$ cat src/sv/nsf_pkg.sv
// nsf_pkg: shared types, constants and helpers of the nmea sentence framer
// no dependencies; imported by every module of the framer
package nsf_pkg;

  localparam int BUFFER_LENGTH = 128;

  // placement limits on the sentence position
  localparam logic [7:0] LIMIT_CHAR = 8'(BUFFER_LENGTH - 5);
  localparam logic [7:0] LIMIT_BIN  = 8'(BUFFER_LENGTH - 6);

  localparam logic [7:0] CHAR_STAR  = 8'h2a;
  localparam logic [7:0] CHAR_COMMA = 8'h2c;

  localparam int QUEUE_DEPTH = 4;
  localparam int QPTR_W      = $clog2(QUEUE_DEPTH);

  typedef enum logic [2:0] {
    CMD_START = 3'd0,
    CMD_TEXT  = 3'd1,
    CMD_SEP   = 3'd2,
    CMD_BIN   = 3'd3,
    CMD_END   = 3'd4
  } command_t;

  // characters caused by one item, waiting to be streamed out
  typedef struct packed {
    logic [1:0]      count;
    logic            is_end;
    logic            trunc;
    logic [2:0][7:0] chars;
  } bundle_t;

  typedef struct packed {
    logic full;
    logic empty;
  } qstat_t;

  function automatic logic [7:0] hex_digit(input logic [3:0] nib);
    logic [7:0] d;
    if (nib < 4'd10) begin
      d = 8'h30 + {4'd0, nib};
    end else begin
      d = 8'h37 + {4'd0, nib};
    end
    return d;
  endfunction

endpackage

$ cat src/sv/nsf_cmd_if.sv
// nsf_cmd_if: command channel of the nmea sentence framer
// no dependencies
interface nsf_cmd_if;
  logic       valid;
  logic       ready;
  logic [2:0] command;
  logic [7:0] data_byte;

  modport source (output valid, output command, output data_byte, input ready);
  modport sink   (input valid, input command, input data_byte, output ready);
endinterface

$ cat src/sv/nsf_char_if.sv
// nsf_char_if: character channel of the nmea sentence framer
// no dependencies
interface nsf_char_if;
  logic       valid;
  logic       ready;
  logic [7:0] out_char;
  logic       sentence_last;
  logic       truncated;

  modport source (output valid, output out_char, output sentence_last, output truncated,
                  input ready);
  modport sink   (input valid, input out_char, input sentence_last, input truncated,
                  output ready);
endinterface

$ cat src/sv/nsf_front.sv
// nsf_front: accepts commands, keeps sentence state, builds character bundles
// depends on nsf_pkg and nsf_cmd_if
module nsf_front (
  input  logic            clk,
  input  logic            rst,
  nsf_cmd_if.sink         cmd,
  input  nsf_pkg::qstat_t qstat,
  output logic            push,
  output nsf_pkg::bundle_t bundle
);
  import nsf_pkg::*;

  logic [7:0] position, position_next;
  logic [7:0] running_xor, running_xor_next;
  logic       dropped_flag, dropped_flag_next;
  logic       accept;
  logic [7:0] hi_dig, lo_dig;

  assign cmd.ready = !qstat.full;
  assign accept    = cmd.valid && cmd.ready;
  assign hi_dig    = hex_digit(cmd.data_byte[7:4]);
  assign lo_dig    = hex_digit(cmd.data_byte[3:0]);

  always_comb begin
    position_next     = position;
    running_xor_next  = running_xor;
    dropped_flag_next = dropped_flag;
    bundle            = '0;
    case (command_t'(cmd.command))
      CMD_START: begin
        position_next     = 8'd1;
        running_xor_next  = '0;
        dropped_flag_next = 1'b0;
        bundle.count      = 2'd1;
        bundle.chars[0]   = cmd.data_byte;
      end
      CMD_TEXT, CMD_SEP: begin
        if (position < LIMIT_CHAR) begin
          bundle.count    = 2'd1;
          bundle.chars[0] = (command_t'(cmd.command) == CMD_SEP) ? CHAR_COMMA : cmd.data_byte;
          position_next   = position + 8'd1;
          if (position != 8'd0) begin
            running_xor_next = running_xor ^ bundle.chars[0];
          end
        end else begin
          dropped_flag_next = 1'b1;
        end
      end
      CMD_BIN: begin
        if (position < LIMIT_BIN) begin
          bundle.count     = 2'd2;
          bundle.chars[0]  = hi_dig;
          bundle.chars[1]  = lo_dig;
          position_next    = position + 8'd2;
          // leading digit stays out of the checksum at position zero
          running_xor_next = running_xor ^ lo_dig ^ ((position != 8'd0) ? hi_dig : 8'd0);
        end else begin
          dropped_flag_next = 1'b1;
        end
      end
      CMD_END: begin
        bundle.count      = 2'd3;
        bundle.is_end     = 1'b1;
        bundle.chars[0]   = CHAR_STAR;
        bundle.chars[1]   = hex_digit(running_xor[7:4]);
        bundle.chars[2]   = hex_digit(running_xor[3:0]);
        position_next     = '0;
        running_xor_next  = '0;
        dropped_flag_next = 1'b0;
      end
      default: begin
      end
    endcase
    bundle.trunc = (command_t'(cmd.command) == CMD_END) ? dropped_flag : dropped_flag_next;
  end

  assign push = accept && (bundle.count != 2'd0);

  always_ff @(posedge clk) begin
    if (rst) begin
      position     <= '0;
      running_xor  <= '0;
      dropped_flag <= 1'b0;
    end else if (accept) begin
      position     <= position_next;
      running_xor  <= running_xor_next;
      dropped_flag <= dropped_flag_next;
    end
  end

  a_push_not_full: assert property (@(posedge clk) disable iff (rst)
    push |-> !qstat.full)
    else $error("bundle pushed into a full queue");

endmodule

$ cat src/sv/nsf_queue.sv
// nsf_queue: short bundle queue between the front and the back
// depends on nsf_pkg
module nsf_queue (
  input  logic             clk,
  input  logic             rst,
  input  logic             push,
  input  nsf_pkg::bundle_t push_data,
  input  logic             pop,
  output nsf_pkg::bundle_t head,
  output nsf_pkg::qstat_t  qstat
);
  import nsf_pkg::*;

  bundle_t             entries [QUEUE_DEPTH];
  logic [QPTR_W-1:0]   wr_ptr, rd_ptr;
  logic [QPTR_W:0]     fill;

  function automatic logic [QPTR_W-1:0] bump(input logic [QPTR_W-1:0] p);
    return (p == QPTR_W'(QUEUE_DEPTH - 1)) ? '0 : p + QPTR_W'(1);
  endfunction

  assign head        = entries[rd_ptr];
  assign qstat.full  = (fill == (QPTR_W+1)'(QUEUE_DEPTH));
  assign qstat.empty = (fill == '0);

  always_ff @(posedge clk) begin
    if (push) begin
      entries[wr_ptr] <= push_data;
    end
  end

  always_ff @(posedge clk) begin
    if (rst) begin
      wr_ptr <= '0;
      rd_ptr <= '0;
      fill   <= '0;
    end else begin
      if (push) begin
        wr_ptr <= bump(wr_ptr);
      end
      if (pop) begin
        rd_ptr <= bump(rd_ptr);
      end
      if (push && !pop) begin
        fill <= fill + (QPTR_W+1)'(1);
      end else if (pop && !push) begin
        fill <= fill - (QPTR_W+1)'(1);
      end
    end
  end

  a_no_pop_empty: assert property (@(posedge clk) disable iff (rst)
    pop |-> !qstat.empty)
    else $error("pop from an empty queue");

  a_fill_bound: assert property (@(posedge clk) disable iff (rst)
    fill <= (QPTR_W+1)'(QUEUE_DEPTH))
    else $error("queue fill count out of range");

endmodule

$ cat src/sv/nsf_back.sv
// nsf_back: streams the characters of each queued bundle through an output register
// depends on nsf_pkg and nsf_char_if
module nsf_back (
  input  logic             clk,
  input  logic             rst,
  input  nsf_pkg::bundle_t head,
  input  nsf_pkg::qstat_t  qstat,
  output logic             pop,
  nsf_char_if.source       chars
);
  import nsf_pkg::*;

  logic [1:0] idx;
  logic       emit;
  logic       last_of_bundle;
  logic [7:0] cur_char;

  assign emit           = !qstat.empty && (!chars.valid || chars.ready);
  assign last_of_bundle = (idx == head.count - 2'd1);
  assign pop            = emit && last_of_bundle;

  always_comb begin
    case (idx)
      2'd0:    cur_char = head.chars[0];
      2'd1:    cur_char = head.chars[1];
      2'd2:    cur_char = head.chars[2];
      default: cur_char = head.chars[0];
    endcase
  end

  always_ff @(posedge clk) begin
    if (rst) begin
      chars.valid <= 1'b0;
      idx         <= '0;
    end else begin
      if (emit) begin
        chars.valid <= 1'b1;
        idx         <= last_of_bundle ? 2'd0 : idx + 2'd1;
      end else if (chars.ready) begin
        chars.valid <= 1'b0;
      end
    end
  end

  always_ff @(posedge clk) begin
    if (emit) begin
      chars.out_char      <= cur_char;
      chars.sentence_last <= head.is_end && (idx == 2'd2);
      chars.truncated     <= head.trunc;
    end
  end

  a_head_nonempty: assert property (@(posedge clk) disable iff (rst)
    !qstat.empty |-> (head.count != 2'd0) && (idx < head.count))
    else $error("character index beyond the queued bundle");

  a_last_after_emit: assert property (@(posedge clk) disable iff (rst)
    (emit && head.is_end && idx == 2'd2) |=> chars.valid && chars.sentence_last)
    else $error("final checksum digit not flagged");

endmodule

$ cat src/sv/nmea_sentence_framer.sv
// nmea_sentence_framer: top level of the nmea sentence framer
// depends on nsf_pkg, nsf_cmd_if, nsf_char_if, nsf_front, nsf_queue, nsf_back
//
//   channel  role  payload                                   handshake
//   cmd      sink  command[2:0], data_byte[7:0]              valid / ready
//   chars    src   out_char[7:0], sentence_last, truncated   valid / ready
//
// a command item is taken every cycle while the bundle queue has room
// characters leave one per cycle from the output register while chars is not stalled; binary bytes give
// two and end gives three, so the output port sets the sustained rate there
// first character of an item is registered in the bundle queue, then in the output register
// reset is synchronous (rst high) and clears position, checksum, drop flag,
// queue pointers and the output valid; stalls on chars back up through the queue
module nmea_sentence_framer (
  input  logic       clk,
  input  logic       rst,
  nsf_cmd_if.sink    cmd,
  nsf_char_if.source chars
);
  import nsf_pkg::*;

  // front to queue
  logic    push;
  bundle_t push_bundle;

  // queue to back
  logic    pop;
  bundle_t head;
  qstat_t  qstat;

  // front: sentence state and classification of each command item
  nsf_front u_front (
    .clk    (clk),
    .rst    (rst),
    .cmd    (cmd),
    .qstat  (qstat),
    .push   (push),
    .bundle (push_bundle)
  );

  // short queue decoupling command intake from character output
  nsf_queue u_queue (
    .clk       (clk),
    .rst       (rst),
    .push      (push),
    .push_data (push_bundle),
    .pop       (pop),
    .head      (head),
    .qstat     (qstat)
  );

  // back: one character a cycle into the output register while chars is not stalled
  nsf_back u_back (
    .clk   (clk),
    .rst   (rst),
    .head  (head),
    .qstat (qstat),
    .pop   (pop),
    .chars (chars)
  );

endmodule
$ cat src/flat_wrapper.sv
// flat-port wrapper written by rule: the top's interface ports become plain ports
module nmea_sentence_framer_flat import nsf_pkg::*;
  (clk, rst, cmd_valid, cmd_command, cmd_data_byte, cmd_ready, chars_valid, chars_out_char, chars_sentence_last, chars_truncated, chars_ready);
  nsf_cmd_if cmd_i ();
  nsf_char_if chars_i ();
  input  logic clk;
  input  logic rst;
  input wire logic [$bits(cmd_i.valid)-1:0] cmd_valid;
  input wire logic [$bits(cmd_i.command)-1:0] cmd_command;
  input wire logic [$bits(cmd_i.data_byte)-1:0] cmd_data_byte;
  output wire logic [$bits(cmd_i.ready)-1:0] cmd_ready;
  output wire logic [$bits(chars_i.valid)-1:0] chars_valid;
  output wire logic [$bits(chars_i.out_char)-1:0] chars_out_char;
  output wire logic [$bits(chars_i.sentence_last)-1:0] chars_sentence_last;
  output wire logic [$bits(chars_i.truncated)-1:0] chars_truncated;
  input wire logic [$bits(chars_i.ready)-1:0] chars_ready;
  assign cmd_i.valid = cmd_valid;
  assign cmd_i.command = cmd_command;
  assign cmd_i.data_byte = cmd_data_byte;
  assign cmd_ready = cmd_i.ready;
  assign chars_valid = chars_i.valid;
  assign chars_out_char = chars_i.out_char;
  assign chars_sentence_last = chars_i.sentence_last;
  assign chars_truncated = chars_i.truncated;
  assign chars_i.ready = chars_ready;
  nmea_sentence_framer u_core (.clk(clk), .rst(rst), .cmd(cmd_i), .chars(chars_i));
endmodule
$ cat config.mk
export PLATFORM = sky130hd
export DESIGN_NAME = nmea_sentence_framer_flat
export DESIGN_NICKNAME = d
export VERILOG_FILES = /design/src/sv/nsf_pkg.sv /design/src/sv/nsf_cmd_if.sv /design/src/sv/nsf_char_if.sv /design/src/sv/nsf_front.sv /design/src/sv/nsf_queue.sv /design/src/sv/nsf_back.sv /design/src/sv/nmea_sentence_framer.sv /design/src/flat_wrapper.sv
export SDC_FILE = /design/constraint.sdc
export NUM_CORES = 1
export LEC_CHECK = 0
export BUFFER_PORTS_ARGS = -buffer_cell sky130_fd_sc_hd__buf_2
export CORE_ASPECT_RATIO = 0.75
export CORE_MARGIN = 2
export CORE_UTILIZATION = 50
export CTS_CLUSTER_SIZE = 8
export DETAILED_ROUTE_END_ITERATION = 10
export PLACE_DENSITY_LB_ADDON = 0.25
export SYNTH_ARGS = -nofsm -noshare
export SYNTH_HDL_FRONTEND = slang
export SYNTH_SLANG_ARGS = --single-unit
$ cat constraint.sdc
create_clock -name clk -period 4.81 [get_ports clk]
set_input_delay 1.2025 -clock clk [delete_from_list [all_inputs] [get_ports clk]]
set_output_delay 1.2025 -clock clk [all_outputs]
set_load 0.05 [all_outputs]
==> impl_metrics.env <==
export IMPL_status="finished clean"
export IMPL_grt_pass1_wl_mm=24.8
export IMPL_grt_pass1_vias=4477
export IMPL_hold_viol_final=0
export IMPL_core_area_um2=13700
export IMPL_dieArea_um2=14900
export IMPL_synth_area_leaders="edfxtp_1 49%, dfxtp_1 8.3%, mux4_2 8.1%, ha_1 2.7%, a21oi_1 2.6%"
export IMPL_yosysSeqAreaShare=0.576
export IMPL_hold_end="u_core.u_front.dropped_flag"
export IMPL_setup_viol=0
export IMPL_p_sw_frac=0.326
export IMPL_io_pins=27
export IMPL_ff2ff_path_depth=11
export IMPL_cp_buffers_inverters=2
export IMPL_h_tree_depth=4
export IMPL_tightest_slew_ps=1090
export IMPL_die_w_um=140
export IMPL_synth_ff_type="edfxtp_1"
export IMPL_mostFrequentLayoutCells="114 x edfxtp_1, 36 x a21oi_1, 30 x nor2_1, 30 x o21ai_0, 29 x nand2_1"
export IMPL_holdCritPathClass="reg2reg"
export IMPL_grt_max_degree=27
export IMPL_p_leak_nw=2.74
export IMPL_end_kind="flip-flop"
export IMPL_cts_root_buf="clkbuf_16"
export IMPL_clkPwrFrac=0.333
export IMPL_startpoint="cmd_command[1]"
export IMPL_cts_sinks=143
export IMPL_rr_endpoint="u_core.u_queue.fill[2]"
export IMPL_dp_hpwl_mm=10.4
export IMPL_start_util=0.509
export IMPL_grtUsageTotal=0.219
export IMPL_synthSimpleGateAreaFrac=0.0863
export IMPL_pre_cts_ws_ps=600
export IMPL_finalWirelength_mm=15.5
export IMPL_rsz0062_at_grt="no"
export IMPL_ant_nets=0
export IMPL_synth_fa_ha_area_frac=0.0299
export IMPL_synth_compound_area_frac=0.138
export IMPL_critPathKind="in2reg"
export IMPL_clk_latency_ps=410
export IMPL_synth_xor_area_frac=0.0387
export IMPL_synth_cells=536
export IMPL_drc=0
export IMPL_drt_iter0_markers=473
export IMPL_final_net_count=590
export IMPL_viasPerCell=6.15
export IMPL_power_density_nw_per_um2=492
export IMPL_setup_slack_ps=1030
export IMPL_core_rowCount=37
export IMPL_synth_nets=567
export IMPL_crit_top_cell="a21oi_1"
export IMPL_design_area_um2=7820
export IMPL_async_reset_ff_frac=0
export IMPL_cts_tree="yes"
export IMPL_via_count=4592
export IMPL_gp_congestion=0.909
export IMPL_first_pass_iters=8
export IMPL_wl_met1_mm=7.25
export IMPL_period_share=0.786
export IMPL_final_setup_tns_ps=0
export IMPL_antenna_found_initial=0
export IMPL_cts_hold_buffers_added=0
export IMPL_hold_depth=1
export IMPL_syn_area_um2=6960
export IMPL_place_area_um2=7250
export IMPL_max_freq_mhz=264
export IMPL_synth_edff_count=114
export IMPL_fin_skew_ps=6.99
export IMPL_die_h_um=106
export IMPL_slew_limit_headroom=0.271
export IMPL_wl_per_cell_um=20.7
export IMPL_cp_cell_sequence="buf_2, and3b_1, o21ai_1, a21o_1, a21oi_1, ha_1, inv_1, fa_1, xor2_1, or3_1, a21oi_1"
export IMPL_hp_start="u_core.u_front.dropped_flag"
export IMPL_syn_area_per_cell_um2=13.0
export IMPL_combPwrFrac=0.254
export IMPL_ys_seq_elements=143
export IMPL_crit_family="compound AO/OA/AOI/OAI gates"
export IMPL_clk_path_buf_depth=2
export IMPL_synth_top_area_cell="edfxtp_1"
export IMPL_yosysWarnings=0
export IMPL_clk_pin_slew_ps=70
export IMPL_cp_slowest_stage_delay_ps=540
export IMPL_ctsResizeCount=0
export IMPL_cts_buffers=17
export IMPL_synth_top_cell_area_share=0.492
export IMPL_fin_crit_ps=3780
export IMPL_cp_required_ps=5150
export IMPL_wl_met2_mm=6.85
export IMPL_antenna_cells=0
export IMPL_ys_types=71
export IMPL_worstPathMaxFanout=21
export IMPL_switching_power_mw=1.25
export IMPL_wl_met3_mm=1.26
export IMPL_crit_arrival_ps=4120
export IMPL_synth_top_family_by_area="compound AO/OA/AOI/OAI gates"
export IMPL_port_buffers=26
export IMPL_top_layer_used="met4"
export IMPL_fin_util=0.573
export IMPL_total_power_mw=3.85
export IMPL_irDropWorstVdd_uv=281
export IMPL_start_kind="input pin"
export IMPL_final_common_cell="edfxtp_1"
export IMPL_p_int_mw=2.59
export IMPL_pwr_share_seq=0.413
export IMPL_slew_viol_final=0
export IMPL_reg2reg_slack_ps=1590
export IMPL_worst_path_max_delay_cell="and3b_1"
export IMPL_area_delta_synth_final_pct=12.4
export IMPL_drive_above_1_share=0.184
export IMPL_cts_setup_buffers=0
export IMPL_maxCapViolations=0
export IMPL_overflow=0
export IMPL_synth_area_mux_share=0.0971
[sequential cells by signal (all words and copies together) (netlist names), named ones only]
register and count:
u_core.u_back.chars.out_char 8, u_core.u_queue.entries 104, u_core.u_front.position 8, u_core.u_back.chars.truncated 1
u_core.u_back.idx 2, u_core.u_queue.wr_ptr 2, u_core.u_queue.rd_ptr 2, u_core.u_front.running_xor 8
u_core.u_front.dropped_flag 1, u_core.u_back.chars.valid 1, u_core.u_queue.fill 3, u_core.u_back.chars.sentence_last 1
[logic make-up after synthesis]
family / Yosys count
flip-flops: 143
adder cells (fa/ha/maj): 16
XOR/XNOR: 22
multiplexers: 34
AND/OR/NAND/NOR: 117
buffers and inverters: 58
AO/OA/AOI/OAI: 146
[worst max-delay path by stage]
stage          slack, ps                endpoint  depth (start not counted)
3_3_place_gp         700  u_core.u_queue.fill[2]                         11
3_5_place_dp         600  u_core.u_queue.fill[2]                         11
5_1_grt              780  u_core.u_queue.fill[2]                         11
4_1_cts             1010  u_core.u_queue.fill[2]                         11
2_1_floorplan       1150  u_core.u_queue.fill[2]                         12
6_report            1030  u_core.u_queue.fill[2]                         11
[layer usage]
layer,up-vias,global-route usage
met5,-,0
li1,2129,-
met1,2253,0.334
met4,0,0.0700
met2,199,0.325
met3,11,0.0342
[final cells by class]
class | count | area, um2
fill | 1102 | 5840
sequential | 143 | 4010
multi-input combinational | 335 | 2720
clock buffer | 17 | 425
tap | 175 | 219
timing repair buffer | 37 | 213
clock inverter | 15 | 148
inverter | 25 | 93.8
[synth_stat cells (3+ instances only)]
cell type,n
o21ai_0,30
nand2_1,29
inv_1,25
o21bai_1,6
a211oi_1,11
and2_1,13
mux2i_1,5
a22o_1,7
a21oi_1,36
xnor2_1,12
nand3_1,7
nor2b_1,4
a31oi_1,5
nor2_1,30
or3_1,4
a22oi_1,9
edfxtp_1,114
a21o_1,3
o22ai_1,5
a221oi_1,3
mux4_2,25
a221o_1,3
buf_2,7
o31ai_1,3
o21ai_1,3
nor3_1,6
clkbuf_1,22
xor2_1,4
dfxtp_1,29
o211ai_1,3
ha_1,15
nand4_1,5
xnor3_1,5
[power groups by stage]
stage	clock network [mW]	logic, mW	registers, mW
after floorplan	0	0.612	1.74
after global placement	0	0.965	1.61
after detailed placement	0	0.979	1.61
after CTS	1.30	0.982	1.59
after global routing	1.36	1.06	1.60
final	1.28	0.977	1.59
[per-stage QoR]
step	instances	hold WS, ps
after global placement	715	489
after floorplan	536	457
after detailed placement	715	477
after global routing	747	526
after CTS	747	499
final	747	504
Power figures use the tool's default switching activity.
